<file path="config.mk">
export PLATFORM = sky130hd
export DESIGN_NAME = legacy_quant_block_dequantizer
export DESIGN_NICKNAME = d
export VERILOG_FILES = /design/src/lqbd_pkg.sv /design/src/lqbd_ram.sv /design/src/lqbd_ctrl.sv /design/src/lqbd_dp.sv /design/src/legacy_quant_block_dequantizer.sv
export SDC_FILE = /design/constraint.sdc
export NUM_CORES = 2
export LEC_CHECK = 0
export BUFFER_PORTS_ARGS = -buffer_cell sky130_fd_sc_hd__buf_2
export CAP_MARGIN = 30
export CORE_MARGIN = 2
export CORE_UTILIZATION = 50
export CTS_CLUSTER_SIZE = 16
export DETAILED_ROUTE_END_ITERATION = 7
export GPL_ROUTABILITY_DRIVEN = 0
export MAX_ROUTING_LAYER = met4
export PLACE_DENSITY_LB_ADDON = 0.2
export SLEW_MARGIN = 40
export SYNTH_ARGS = -nofsm -noshare
export SYNTH_HDL_FRONTEND = slang
export SYNTH_SLANG_ARGS = --single-unit
</file>
<file path="constraint.sdc">
create_clock -name clk -period 8.5 [get_ports clk]
set_clock_uncertainty 0.1 [all_clocks]
set_input_delay 0.85 -clock clk [delete_from_list [all_inputs] [get_ports clk]]
set_output_delay 0.85 -clock clk [all_outputs]
set_load 0.01 [all_outputs]
</file>
<file path="src/lqbd_pkg.sv">
// ----------------------------------------------------------------------------
// lqbd_pkg
// Shared types, format codes and layout helpers of the block dequantizer.
// ----------------------------------------------------------------------------
package lqbd_pkg;

  localparam logic [2:0] FMT_Q4_0 = 3'd0;
  localparam logic [2:0] FMT_Q4_1 = 3'd1;
  localparam logic [2:0] FMT_Q5_0 = 3'd2;
  localparam logic [2:0] FMT_Q5_1 = 3'd3;
  localparam logic [2:0] FMT_Q8_0 = 3'd4;

  localparam int BLOCK_ELEMS = 32;
  localparam int QBUF_DEPTH  = 32;

  typedef struct packed {
    logic       wr;
    logic [5:0] wr_addr;
    logic       issue;
    logic [4:0] elem;
    logic [2:0] fmt;
  } ctrl_cmd_t;

  typedef struct packed {
    logic pipe_busy;
  } dp_stat_t;

  // Total bytes of one block; zero marks a reserved format code.
  function automatic logic [5:0] block_bytes(input logic [2:0] fmt);
    logic [5:0] n;
    unique case (fmt)
      FMT_Q4_0: n = 6'd18;
      FMT_Q4_1: n = 6'd20;
      FMT_Q5_0: n = 6'd22;
      FMT_Q5_1: n = 6'd24;
      FMT_Q8_0: n = 6'd34;
      default:  n = 6'd0;
    endcase
    return n;
  endfunction

  // Bytes of scale, minimum and high-bit word ahead of the quant bytes.
  function automatic logic [5:0] hdr_bytes(input logic [2:0] fmt);
    logic [5:0] n;
    unique case (fmt)
      FMT_Q4_1: n = 6'd4;
      FMT_Q5_0: n = 6'd6;
      FMT_Q5_1: n = 6'd8;
      default:  n = 6'd2;
    endcase
    return n;
  endfunction

endpackage

</file>
<file path="src/lqbd_ram.sv">
// ----------------------------------------------------------------------------
// lqbd_ram
// Generic single-port-write, single-port-read RAM with registered read data.
// ----------------------------------------------------------------------------
module lqbd_ram #(
  parameter int WIDTH = 8,
  parameter int DEPTH = 32
) (
  input  logic                     clk,
  input  logic                     we,
  input  logic [$clog2(DEPTH)-1:0] waddr,
  input  logic [WIDTH-1:0]         wdata,
  input  logic [$clog2(DEPTH)-1:0] raddr,
  output logic [WIDTH-1:0]         rdata
);

  logic [WIDTH-1:0] mem_r [DEPTH];
  logic [WIDTH-1:0] rdata_r;

  always_ff @(posedge clk) begin
    if (we) begin
      mem_r[waddr] <= wdata;
    end
    rdata_r <= mem_r[raddr];
  end

  assign rdata = rdata_r;

endmodule

</file>
<file path="src/lqbd_ctrl.sv">
// ----------------------------------------------------------------------------
// lqbd_ctrl
// Controller: format register, byte counter and element sequencer.
// ----------------------------------------------------------------------------
module lqbd_ctrl
  import lqbd_pkg::*;
(
  input  logic      clk,
  input  logic      rst_n,
  input  logic      start,
  input  logic      cfg_wr,
  input  logic [2:0] cfg_fmt,
  input  dp_stat_t  stat,
  output logic      busy,
  output logic [2:0] fmt,
  output ctrl_cmd_t cmd
);

  typedef enum logic [1:0] {ST_COLLECT, ST_EMIT, ST_DRAIN} state_t;

  state_t     state_r, state_nxt;
  logic [5:0] cnt_r, cnt_nxt;
  logic [4:0] elem_r, elem_nxt;
  logic [2:0] fmt_r, fmt_nxt;
  logic       busy_r, busy_nxt;
  logic [5:0] size;
  logic       accept;

  assign size   = block_bytes(fmt_r);
  assign accept = start && !busy_r && (size != 6'd0);

  always_comb begin
    state_nxt = state_r;
    cnt_nxt   = cnt_r;
    elem_nxt  = elem_r;
    fmt_nxt   = fmt_r;
    unique case (state_r)
      ST_COLLECT: begin
        if (cfg_wr) begin
          fmt_nxt = cfg_fmt;
          cnt_nxt = 6'd0;
        end else if (accept) begin
          if (cnt_r == size - 6'd1) begin
            cnt_nxt   = 6'd0;
            elem_nxt  = 5'd0;
            state_nxt = ST_EMIT;
          end else begin
            cnt_nxt = cnt_r + 6'd1;
          end
        end
      end
      ST_EMIT: begin
        elem_nxt = elem_r + 5'd1;
        if (elem_r == 5'(BLOCK_ELEMS - 1)) begin
          state_nxt = ST_DRAIN;
        end
      end
      ST_DRAIN: begin
        if (!stat.pipe_busy) begin
          state_nxt = ST_COLLECT;
        end
      end
      default: state_nxt = ST_COLLECT;
    endcase
    busy_nxt = (state_nxt != ST_COLLECT);
  end

  always_ff @(posedge clk) begin
    if (!rst_n) begin
      state_r <= ST_COLLECT;
      cnt_r   <= 6'd0;
      elem_r  <= 5'd0;
      fmt_r   <= FMT_Q4_0;
      busy_r  <= 1'b0;
    end else begin
      state_r <= state_nxt;
      cnt_r   <= cnt_nxt;
      elem_r  <= elem_nxt;
      fmt_r   <= fmt_nxt;
      busy_r  <= busy_nxt;
    end
  end

  assign busy        = busy_r;
  assign fmt         = fmt_r;
  assign cmd.wr      = accept;
  assign cmd.wr_addr = cnt_r;
  assign cmd.issue   = (state_r == ST_EMIT);
  assign cmd.elem    = elem_r;
  assign cmd.fmt     = fmt_r;

endmodule

</file>
<file path="src/lqbd_dp.sv">
// ----------------------------------------------------------------------------
// lqbd_dp
// Datapath: block header registers, quant byte RAM and the pipeline that
// turns one element per cycle into its fp32 value.
// ----------------------------------------------------------------------------
module lqbd_dp
  import lqbd_pkg::*;
(
  input  logic        clk,
  input  logic        rst_n,
  input  ctrl_cmd_t   cmd,
  input  logic [7:0]  data_byte,
  output dp_stat_t    stat,
  output logic        out_valid,
  output logic [31:0] out_value_bits,
  output logic [4:0]  out_element_index,
  output logic        out_block_end
);

  localparam int AW = $clog2(QBUF_DEPTH);

  typedef struct packed {
    logic [4:0]  k;
    logic        spec;
    logic [31:0] spec_bits;
    logic        zsign;
  } tag_t;

  // Header bytes: scale, minimum and high-bit word, by position in the block.
  logic [7:0] hdr_r [8];
  logic [5:0] hlen;
  logic       hdr_wr;

  assign hlen   = hdr_bytes(cmd.fmt);
  assign hdr_wr = cmd.wr && (cmd.wr_addr < hlen);

  always_ff @(posedge clk) begin
    if (hdr_wr) begin
      hdr_r[cmd.wr_addr[2:0]] <= data_byte;
    end
  end

  logic [5:0]    qwaddr;
  logic [AW-1:0] qraddr;
  logic [7:0]    qrdata;

  assign qwaddr = cmd.wr_addr - hlen;
  assign qraddr = (cmd.fmt == FMT_Q8_0) ? cmd.elem : {1'b0, cmd.elem[3:0]};

  lqbd_ram #(.WIDTH(8), .DEPTH(QBUF_DEPTH)) u_qbuf (
    .clk   (clk),
    .we    (cmd.wr && !hdr_wr),
    .waddr (qwaddr[AW-1:0]),
    .wdata (data_byte),
    .raddr (qraddr),
    .rdata (qrdata)
  );

  // Per-block constants decoded from the header.
  logic [15:0] d_h, m_h;
  logic [31:0] qh;
  logic        has_min;
  logic [10:0] d_sig, m_sig;
  logic [4:0]  d_sh, m_sh;
  logic        d_nan, d_inf, d_zero, m_nan, m_inf, m_zero;
  logic [31:0] d_qnan, m_qnan;

  assign d_h     = {hdr_r[1], hdr_r[0]};
  assign m_h     = {hdr_r[3], hdr_r[2]};
  assign qh      = (cmd.fmt == FMT_Q5_0) ? {hdr_r[5], hdr_r[4], hdr_r[3], hdr_r[2]}
                                         : {hdr_r[7], hdr_r[6], hdr_r[5], hdr_r[4]};
  assign has_min = (cmd.fmt == FMT_Q4_1) || (cmd.fmt == FMT_Q5_1);

  // In units of 2^-24 an fp16 value is its significand shifted by exponent-1.
  assign d_sig  = (d_h[14:10] == 5'd0) ? {1'b0, d_h[9:0]} : {1'b1, d_h[9:0]};
  assign m_sig  = (m_h[14:10] == 5'd0) ? {1'b0, m_h[9:0]} : {1'b1, m_h[9:0]};
  assign d_sh   = (d_h[14:10] == 5'd0) ? 5'd0 : d_h[14:10] - 5'd1;
  assign m_sh   = (m_h[14:10] == 5'd0) ? 5'd0 : m_h[14:10] - 5'd1;
  assign d_nan  = (d_h[14:10] == 5'h1F) && (d_h[9:0] != 10'd0);
  assign d_inf  = (d_h[14:10] == 5'h1F) && (d_h[9:0] == 10'd0);
  assign d_zero = (d_h[14:0] == 15'd0);
  assign m_nan  = (m_h[14:10] == 5'h1F) && (m_h[9:0] != 10'd0);
  assign m_inf  = (m_h[14:10] == 5'h1F) && (m_h[9:0] == 10'd0);
  assign m_zero = (m_h[14:0] == 15'd0);
  assign d_qnan = {d_h[15], 8'hFF, 1'b1, d_h[8:0], 13'd0};
  assign m_qnan = {m_h[15], 8'hFF, 1'b1, m_h[8:0], 13'd0};

  // Stage 1: quant byte arrives from the RAM.
  logic       v1_r, v2_r, v3_r, v4_r, v5_r, v6_r, v7_r, v8_r;
  logic [4:0] k1_r, k2_r;
  logic       qb1_r;

  always_ff @(posedge clk) begin
    k1_r  <= cmd.elem;
    qb1_r <= qh[cmd.elem];
  end

  logic [3:0] nib;
  logic [8:0] q;
  logic [8:0] qneg_full;

  assign nib = k1_r[4] ? qrdata[7:4] : qrdata[3:0];

  always_comb begin
    case (cmd.fmt)
      FMT_Q4_0: q = {5'd0, nib} - 9'd8;
      FMT_Q4_1: q = {5'd0, nib};
      FMT_Q5_0: q = {4'd0, qb1_r, nib} - 9'd16;
      FMT_Q5_1: q = {4'd0, qb1_r, nib};
      default:  q = {qrdata[7], qrdata};
    endcase
  end

  assign qneg_full = 9'd0 - q;

  logic [7:0] qabs2_r;
  logic       qneg2_r;

  always_ff @(posedge clk) begin
    qabs2_r <= q[8] ? qneg_full[7:0] : q[7:0];
    qneg2_r <= q[8];
    k2_r    <= k1_r;
  end

  // Stage 2: integer multiply by the scale significand; IEEE special cases.
  logic        psign, qzero, p_nan, p_inf;
  logic [31:0] p_nan_bits;
  tag_t        tag2;

  assign psign      = qneg2_r ^ d_h[15];
  assign qzero      = (qabs2_r == 8'd0);
  assign p_nan      = d_nan || (d_inf && qzero);
  assign p_inf      = d_inf && !qzero;
  assign p_nan_bits = d_nan ? d_qnan : 32'hFFC0_0000;

  always_comb begin
    tag2.k         = k2_r;
    tag2.spec      = 1'b1;
    tag2.spec_bits = 32'd0;
    if (p_nan) begin
      tag2.spec_bits = p_nan_bits;
    end else if (has_min && m_nan) begin
      tag2.spec_bits = m_qnan;
    end else if (has_min && p_inf && m_inf && (psign != m_h[15])) begin
      tag2.spec_bits = 32'hFFC0_0000;
    end else if (p_inf) begin
      tag2.spec_bits = {psign, 31'h7F80_0000};
    end else if (has_min && m_inf) begin
      tag2.spec_bits = {m_h[15], 31'h7F80_0000};
    end else begin
      tag2.spec = 1'b0;
    end
    // Exact zero: with a minimum, -0 only when both addends are negative zeros; without one, the product's sign.
    tag2.zsign = has_min ? ((qzero || d_zero) && m_zero && psign && m_h[15]) : psign;
  end

  logic [18:0] prod3_r;
  logic        psign3_r;
  tag_t        tag3_r, tag4_r, tag5_r, tag6_r, tag7_r;

  always_ff @(posedge clk) begin
    prod3_r  <= 19'(qabs2_r) * 19'(d_sig);
    psign3_r <= psign;
    tag3_r   <= tag2;
  end

  // Stage 3: exact fixed-point sum of product and minimum.
  logic [47:0] p_fix;
  logic [39:0] m_fix;
  logic [49:0] p_s, m_s;
  logic [49:0] sum4_r;

  assign p_fix = 48'(prod3_r) << d_sh;
  assign m_fix = 40'(m_sig) << m_sh;
  assign p_s   = psign3_r ? 50'd0 - {2'd0, p_fix} : {2'd0, p_fix};
  assign m_s   = !has_min ? 50'd0 : (m_h[15] ? 50'd0 - {10'd0, m_fix} : {10'd0, m_fix});

  always_ff @(posedge clk) begin
    sum4_r <= p_s + m_s;
    tag4_r <= tag3_r;
  end

  // Stage 4: magnitude and sign.
  logic [48:0] mag5_r;
  logic        sgn5_r, sgn6_r, sgn7_r, sgn8_r;
  logic [49:0] sum_neg;

  assign sum_neg = 50'd0 - sum4_r;

  always_ff @(posedge clk) begin
    mag5_r <= sum4_r[49] ? sum_neg[48:0] : sum4_r[48:0];
    sgn5_r <= sum4_r[49];
    tag5_r <= tag4_r;
  end

  // Stage 5: leading-one position inside each byte of the magnitude.
  logic [55:0] mag56;
  logic [6:0]  gnz;
  logic [2:0]  gpos [7];

  assign mag56 = {7'd0, mag5_r};

  always_comb begin
    for (int g = 0; g < 7; g++) begin
      gnz[g]  = |mag56[8*g +: 8];
      gpos[g] = 3'd0;
      for (int i = 0; i < 8; i++) begin
        if (mag56[8*g + i]) begin
          gpos[g] = 3'(i);
        end
      end
    end
  end

  logic [55:0] mag6_r, mag7_r;
  logic [6:0]  gnz6_r;
  logic [2:0]  gpos6_r [7];

  always_ff @(posedge clk) begin
    mag6_r  <= mag56;
    gnz6_r  <= gnz;
    gpos6_r <= gpos;
    sgn6_r  <= sgn5_r;
    tag6_r  <= tag5_r;
  end

  // Stage 6: pick the highest nonzero byte.
  logic [5:0] lead;

  always_comb begin
    lead = 6'd0;
    for (int g = 0; g < 7; g++) begin
      if (gnz6_r[g]) begin
        lead = {3'(g), gpos6_r[g]};
      end
    end
  end

  logic [5:0] lead7_r;
  logic       nz7_r, nz8_r;

  always_ff @(posedge clk) begin
    mag7_r  <= mag6_r;
    lead7_r <= lead;
    nz7_r   <= |gnz6_r;
    sgn7_r  <= sgn6_r;
    tag7_r  <= tag6_r;
  end

  // Stage 7: normalize so the leading one sits at the top bit.
  logic [55:0] norm8_r;
  logic [7:0]  exp8_r;
  tag_t        tag8_r;

  always_ff @(posedge clk) begin
    norm8_r <= mag7_r << (6'd55 - lead7_r);
    exp8_r  <= 8'(lead7_r) + 8'd103;
    nz8_r   <= nz7_r;
    sgn8_r  <= sgn7_r;
    tag8_r  <= tag7_r;
  end

  // Stage 8: round to nearest even and pack.
  logic        rup;
  logic [24:0] sig25;
  logic [7:0]  exp_f;
  logic [22:0] mant_f;
  logic [31:0] value;

  assign rup    = norm8_r[31] && ((|norm8_r[30:0]) || norm8_r[32]);
  assign sig25  = {1'b0, norm8_r[55:32]} + 25'(rup);
  assign exp_f  = sig25[24] ? exp8_r + 8'd1 : exp8_r;
  assign mant_f = sig25[24] ? sig25[23:1] : sig25[22:0];

  always_comb begin
    if (tag8_r.spec) begin
      value = tag8_r.spec_bits;
    end else if (!nz8_r) begin
      value = {tag8_r.zsign, 31'd0};
    end else begin
      value = {sgn8_r, exp_f, mant_f};
    end
  end

  logic        ov_r;
  logic [31:0] ovalue_r;
  logic [4:0]  oidx_r;

  always_ff @(posedge clk) begin
    ovalue_r <= value;
    oidx_r   <= tag8_r.k;
  end

  always_ff @(posedge clk) begin
    if (!rst_n) begin
      v1_r <= 1'b0;
      v2_r <= 1'b0;
      v3_r <= 1'b0;
      v4_r <= 1'b0;
      v5_r <= 1'b0;
      v6_r <= 1'b0;
      v7_r <= 1'b0;
      v8_r <= 1'b0;
      ov_r <= 1'b0;
    end else begin
      v1_r <= cmd.issue;
      v2_r <= v1_r;
      v3_r <= v2_r;
      v4_r <= v3_r;
      v5_r <= v4_r;
      v6_r <= v5_r;
      v7_r <= v6_r;
      v8_r <= v7_r;
      ov_r <= v8_r;
    end
  end

  assign stat.pipe_busy = v1_r | v2_r | v3_r | v4_r | v5_r | v6_r | v7_r | v8_r | ov_r;

  assign out_valid         = ov_r;
  assign out_value_bits    = ovalue_r;
  assign out_element_index = oidx_r;
  assign out_block_end     = (oidx_r == 5'(BLOCK_ELEMS - 1));

endmodule

</file>
<file path="src/legacy_quant_block_dequantizer.sv">
// ----------------------------------------------------------------------------
// legacy_quant_block_dequantizer
// Q4_0/Q4_1/Q5_0/Q5_1/Q8_0 block stream to fp32 element dequantizer.
// ----------------------------------------------------------------------------
// Bytes of the quantized stream enter on in_data_byte; a byte is taken at a
// clock edge where start is high and busy is low. The format register (APB,
// byte address 0) selects the block layout; writing it while busy is low
// restarts the block; a write while busy is high is ignored. Reserved
// format codes make the block drop incoming bytes. One byte is taken per
// cycle while start is high and a block is being collected. After the
// last byte of a block, busy rises and the 32 elements go through a
// nine-stage pipeline and leave one result every cycle with out_valid
// high, ending with out_block_end. Busy falls when the pipeline has
// drained. Results are shown for one cycle each; the receiver cannot
// stall them. Reset clears the format to Q4_0 and the byte count; the
// buffered block contents are not cleared and need no clearing.
// ----------------------------------------------------------------------------
module legacy_quant_block_dequantizer
  import lqbd_pkg::*;
(
  input  logic        clk,
  input  logic        rst_n,
  input  logic        start,
  output logic        busy,
  input  logic [7:0]  in_data_byte,
  output logic        out_valid,
  output logic [31:0] out_value_bits,
  output logic [4:0]  out_element_index,
  output logic        out_block_end,
  input  logic        psel,
  input  logic        penable,
  input  logic        pwrite,
  input  logic [2:0]  paddr,
  input  logic [31:0] pwdata,
  output logic [31:0] prdata,
  output logic        pready
);

  ctrl_cmd_t  cmd;
  dp_stat_t   stat;
  logic [2:0] fmt;
  logic       cfg_wr;

  assign pready = 1'b1;
  assign cfg_wr = psel && penable && pwrite && !paddr[2];
  assign prdata = paddr[2] ? 32'd0 : {29'd0, fmt};

  lqbd_ctrl u_ctrl (
    .clk     (clk),
    .rst_n   (rst_n),
    .start   (start),
    .cfg_wr  (cfg_wr),
    .cfg_fmt (pwdata[2:0]),
    .stat    (stat),
    .busy    (busy),
    .fmt     (fmt),
    .cmd     (cmd)
  );

  lqbd_dp u_dp (
    .clk               (clk),
    .rst_n             (rst_n),
    .cmd               (cmd),
    .data_byte         (in_data_byte),
    .stat              (stat),
    .out_valid         (out_valid),
    .out_value_bits    (out_value_bits),
    .out_element_index (out_element_index),
    .out_block_end     (out_block_end)
  );

  // A result never appears while new bytes can be taken.
  a_out_when_busy: assert property (@(posedge clk) disable iff (!rst_n)
    out_valid |-> busy) else $error("result outside of a busy period");

  // Elements of a block come on consecutive cycles in order.
  a_elem_seq: assert property (@(posedge clk) disable iff (!rst_n)
    out_valid && !out_block_end |=>
      out_valid && (out_element_index == 5'($past(out_element_index) + 5'd1)))
    else $error("element sequence broken");

  // The last element of a block is followed by a gap.
  a_block_gap: assert property (@(posedge clk) disable iff (!rst_n)
    out_valid && out_block_end |=> !out_valid)
    else $error("result after block end");

endmodule
</file>
**After elaboration in Yosys (flattened, before gate mapping)**

Memories as Yosys holds them, arrays and structs flattened. A register that Yosys moved wholly into a read port is not among the register bits.
Cells that the tools add are included.

- $add $sub $neg: 17
- Multiply operators: 1
- Order comparisons: 2
- Equality and inequality tests: 15
- Shift-type cells: 3
- Multiplexer cells: 89
- Bitwise gates (word level): 9
- Reduce and logical (&&, ||, !) cells: 70

Operators by type and width:

| cell | count |
|---|---|
| two-way mux 32 bit | 9 |
| two-way mux 50 bit | 3 |
| two-way mux 2 bit | 29 |
| left shift 49 x 6 -> 56 bit | 1 |
| adder 50 bit | 1 |
| two-way mux 5 bit | 10 |
| two-way mux 49 bit | 1 |
| subtractor 1 x 48 -> 49 bit, first input constant | 1 |
| subtractor 1 x 49 -> 49 bit, first input constant | 1 |
| OR reduction 8 bit | 6 |
| left shift 19 x 5 -> 48 bit | 1 |
| subtractor 1 x 40 -> 41 bit, first input constant | 1 |
| left shift 11 x 5 -> 40 bit | 1 |
| case mux 9 bit (4 select lines) | 1 |
| OR reduction 31 bit | 1 |
| zero test 15 bit | 2 |
| case mux 6 bit (5 select lines) | 1 |
| OR reduction 4 bit | 7 |
| adder 24 x 1 -> 25 bit | 1 |
| two-way mux 23 bit | 1 |
| logical AND 1 bit | 22 |
| two-way mux 11 bit | 2 |
| == test 5 bit, second input constant | 4 |
| zero test 10 bit | 2 |
| other kinds (48) | 97 |

- Register bits after elaboration: 635
- Memory bits (writable): 320
- Input bits: 49
- Output and inout port bits: 73
- Word-level logic and storage cells: 288
- Memories: 2

Memory list:

| memory | depth | width | read ports | clocked after memory_dff | write ports | RTL line | source |
|---|---|---|---|---|---|---|---|
| u_dp.u_qbuf.mem_r | 32 | 8 | 1 | 1 | 1 | lqbd_ram.sv:17 | `logic [WIDTH-1:0] mem_r [DEPTH];` |
| u_dp.hdr_r | 8 | 8 | 8 | 0 | 1 | lqbd_dp.sv:30 | `logic [7:0] hdr_r [8];` |

**Depth between registers and ports, before layout**

- Word-level depth: 11
- Gate-level depth with buffers: 30
- Depth with buffers taken out: 25

**Cells and area by module**

A second synthesis with hierarchy kept.

- Cells, all modules: 3828
- Area total of the unflattened synthesis: 41408.5 um2

Modules (own cells, without submodules):

| module | instances | cells each | area each (um2) | seq. area each (um2) |
|---|---|---|---|---|
| lqbd_dp | 1 | 3247 | 30003.8 | 11751.3 |
| lqbd_ram | 1 | 417 | 10053.4 | 7847.5 |
| lqbd_ctrl | 1 | 128 | 1082.3 | 340.3 |
| legacy_quant_block_dequantizer | 1 | 36 | 269.0 | 0.0 |

**Worst setup path after synthesis**

Ideal clock, no wire load.

- Path kind: register -> register
- From: mem u_dp.hdr_r[3][2]
- To: reg u_dp.sum4_r[48]
- Setup time: 0.120 ns
- Data arrival time: 6.254 ns
- Data required time: 8.280 ns
- Path slack: 2.026 ns
- Cell stages (with the launch flop): 28
- Path buffers: 5
- Clock period less this slack: 6.474 ns
- Cells stage by stage: edfxtp_1 -> clkbuf_1 -> clkbuf_1 -> inv_1 -> ha_1 -> buf_2 -> buf_1 -> o2bb2ai_1 -> a22o_1 -> a22oi_1 -> mux2i_2 -> o31ai_4 -> nand3_1 -> clkbuf_1 -> o31ai_1 -> xor2_1 -> nor2_1 -> ha_1 -> a21o_1 -> a21o_1 -> a21o_1 -> a21o_1 -> a21oi_1 -> o21ai_0 -> o211a_1 -> o21a_1 -> a221o_1 -> xor2_1

RTL lines:

| item | RTL line | source |
|---|---|---|
| start: declaration | lqbd_dp.sv:30 |  |
| end signal: assignment | lqbd_dp.sv:179 | `sum4_r <= p_s + m_s;` |
| end: declaration | lqbd_dp.sv:171 | `logic [49:0] sum4_r;` |

==> run summary <==
Buf+Inv Stages, Crit Path: 2
Syn_area_per_cell: 10.8 µm²
P_int: 8.11 mW
Total I/O pin count: 122
Area Growth Syn to Fin: 10.0%
PwrDens: 256 nW/µm²
Clock sink count: 836
Post-synth ARST share: 0%
Max Slew Vio Count: 0
Yosys Warn Count: 0
Routed wire length: 94.4 mm
Die area: 84400 µm²
Hold Crit Class: flip-flop to flip-flop
Initial core utilization: 50.2%
Max cap viols: 0
Root Driver: clkbuf_16
DRC: 0
CP Max Fanout: 24
Comb pwr share: 22.4%
Crit Path Class: flip-flop to flip-flop
CP Cell Sequence: inv_1 -> ha_1 -> nand2b_1 -> o22ai_1 -> a22o_1 -> o21ai_1 -> o21ai_1 -> o31ai_2 -> nand3_1 -> o41a_1 -> o21a_1 -> nor3_1 -> ha_1 -> a21o_1 -> a21oi_1 -> inv_1 -> nor2_1 -> o311ai_0 -> nand2_1 -> o211ai_1 -> a2111o_1 -> o311ai_0
Grt ovf: 0
Synth unique cells: 110
Ant. Diodes: 0
Clock power frac: 33.7%
Sequential Power Share: 44.0%
Final Non-Filler Cells: 4942
CP required: 8.90 ns
Vias in the first global route: 27100
F_max: 137 MHz
First-pass GRT wire length: 151 mm
Slowest-stage cell, CP: ha_1
Net Switching: 3.45 mW
Drt first-iter violations: 2556
Register area share after synthesis: 48.6%
Arrival @ worst endpoint: 7.69 ns
Area leader, netlist: dfxtp_1
Initial antenna violation count: 1
Inst Count DP: 4787
Hold Vio Cnt, Final: 0
Clock transition at the registers of the reported paths: 0.07 ns
Share of post-route cells with drive strength above 1: 13.1%
Worst VDD drop: 0.000169 V
Final core occ: 55.2%
Final ANT Viol Nets: 0
GR Util All Layers: 22.9%
CP Depth: 22
RSZ-0062 raised after global routing: no
Vias: 28500
PortBufs: 60
Slowest Stage Delay on Critical Path: 0.78 ns
TritonCTS clock tree: built
Reg2Reg Depth: 22
Worst rel slew slack: 38.1%
Post-CTS Setup Bufs: 0
Clock latency on the worst-skew pair: 0.63 ns
P_leak: 17.2 nW
Worst Max-Slew Pin Slew: 0.928 ns
Resized Gates After CTS: 0
Layout Nets: 4017
Number of flops mapped to enable cells by yosys: 320
Worst hold margin: 0.201 ns
Hold buffers post-CTS: 0
Drt pass-1 iters: 6
Fin crit period: 7.29 ns
Die Ht: 291 µm
Cell Rows: 105
Clock Path Buffers: 3
Setup-failing EPs final: 0
Setup crit start kind: flip-flop
Worst path top cell family by delay: compound AO/OA/AOI/OAI gates
Top cells by area, synth: dfxtp_1 (25%), edfxtp_1 (23%), mux4_2 (7.5%), ha_1 (3.4%), nor2_1 (3.2%)
Total CTS buffers: 82
Final period utilization: 85.7%
Core Region: 81700 µm²
Hold path depth: 0
Largest net degree at the start of global routing: 79
H-Tree Depth: 3
Syn Inst Count: 3816
Die width: 291 µm
Outcome: finished, final reports clean
Top cell type's share of synthesized area: 25.2%
Fillers: 7030
Seq cells post-synth: 836
Setup TNS: 0 ns
Reg area: 20000 µm²
Most common flop cell mapped by yosys: dfxtp_1
Cell Area, Synth: 41000 µm²
Hpwl dp: 67.6 mm
DR vias/cell: 5.77
Area of the multi-input gates: 19700 µm²
Wire per inst: 19.1 µm
Sw frac: 29.8%
Design Power: 11.6 mW
CP endpoint kind: flip-flop
-- logic make-up (layout without fill, tap and decap cells) --
group	after synthesis	after routing	share of synthesized area, %
buf+inv	355	383	3.76
fa+ha+maj	166	166	6.09
other cells	2	30	0.0183
mux	240	240	10.2
flops	836	836	48.6
xor+xnor	223	223	4.76
simple gates	1195	1195	13.9
compound gates	799	799	12.7
-- per-stage QoR --
stage | setup slack [ns] | instance area (µm²)
3_5_place_dp | 1.40 | 42100
3_3_place_gp | 1.19 | 42100
4_1_cts | 1.37 | 45100
6_report | 1.21 | 45100
5_1_grt | 0.612 | 45100
2_1_floorplan | 2.03 | 41100
-- sequential cells by signal, summed over array words and instances, names as in the netlist, 19 cells and up --
| register | flops |
|---|---|
| u_dp.mag7_r | 49 |
| u_dp.out_value_bits | 32 |
| u_dp.prod3_r | 19 |
| u_dp.mag6_r | 49 |
| u_dp.hdr_r | 64 |
| u_dp.mag5_r | 49 |
| u_dp.sum4_r | 50 |
| u_dp.norm8_r | 56 |
| u_dp.u_qbuf.mem_r | 256 |
-- per-layer routing --
metal	vias to the layer above	share of wire, %	global-route usage, %
met5	-	0	-
met4	0	3.4	7.71
met3	176	6.1	3.06
met2	862	45	34.6
met1	13700	46	31.9
li1	13700	-	-
-- final timing paths --
kind | from | to | slack (ns)
setup / recovery | u_dp.hdr_r[3][3]$_DFFE_PP_ | u_dp.sum4_r[47]$_DFF_P_ | 1.21
hold reg to reg | u_dp.mag6_r[23]$_DFF_P_ | u_dp.mag7_r[23]$_DFF_P_ | 0.20
hold / removal | u_dp.mag6_r[23]$_DFF_P_ | u_dp.mag7_r[23]$_DFF_P_ | 0.20
setup reg to reg | u_dp.hdr_r[3][3]$_DFFE_PP_ | u_dp.sum4_r[47]$_DFF_P_ | 1.21
-- Yosys cell counts (all sizes together) (27+ instances only) --
master	number
ha	110
buf	79
inv	126
nor2b	49
clkbuf	148
nand2	350
dfxtp	516
nor4	27
nand3	80
nor3	64
nand4	32
mux2	38
a21oi	183
or3	29
xnor2	150
nor2	353
and2	77
a211oi	42
fa	56
mux2i	66
o31ai	54
xor2	73
a21o	53
o22ai	34
o21ai	232
mux4	136
nand2b	37
edfxtp	320
-- power groups by stage --
stage	logic [mW]	clock network [mW]	registers, mW
floorplan	1.90	0	5.07
global placement	2.55	0	5.16
detailed placement	2.56	0	5.17
CTS	2.57	3.98	5.08
global route	2.87	4.15	5.15
finish	2.59	3.89	5.08
-- layout by cell type, fill, tap and decap left out, drive strengths merged, types with 14 or more instances in the layout --
master / netlist / layout
nor4: 27 / 27
edfxtp: 320 / 320
xor2: 73 / 73
a21oi: 183 / 183
nand3: 80 / 80
nand2b: 37 / 37
inv: 126 / 132
xnor2: 150 / 150
and2: 77 / 77
clkbuf: 148 / 110
nor2b: 49 / 49
or2: 24 / 24
nor3: 64 / 64
o211ai: 18 / 18
mux4: 136 / 136
mux2: 38 / 38
a21o: 53 / 53
dfxtp: 516 / 516
or3: 29 / 29
o21ai: 232 / 232
clkinv: 2 / 25
o31ai: 54 / 54
conb: 2 / 30
fa: 56 / 56
nand2: 350 / 350
nor2: 353 / 353
nand4: 32 / 32
ha: 110 / 110
a22o: 15 / 15
o22ai: 34 / 34
buf: 79 / 101
a211oi: 42 / 42
o21bai: 14 / 14
a31oi: 22 / 22
o41ai: 18 / 18
mux2i: 66 / 66
and3: 24 / 24
-- final cells by class --
class | instances | area share [%]
repair buffers | 101 | 1.44
inverters | 128 | 1.06
clock inverters | 44 | 1.49
flip-flops and latches | 836 | 44.2
multi-input cells | 2653 | 43.7
well taps | 1070 | 2.97
clock buffers | 110 | 5.15
(Power assumes the default switching activity.)
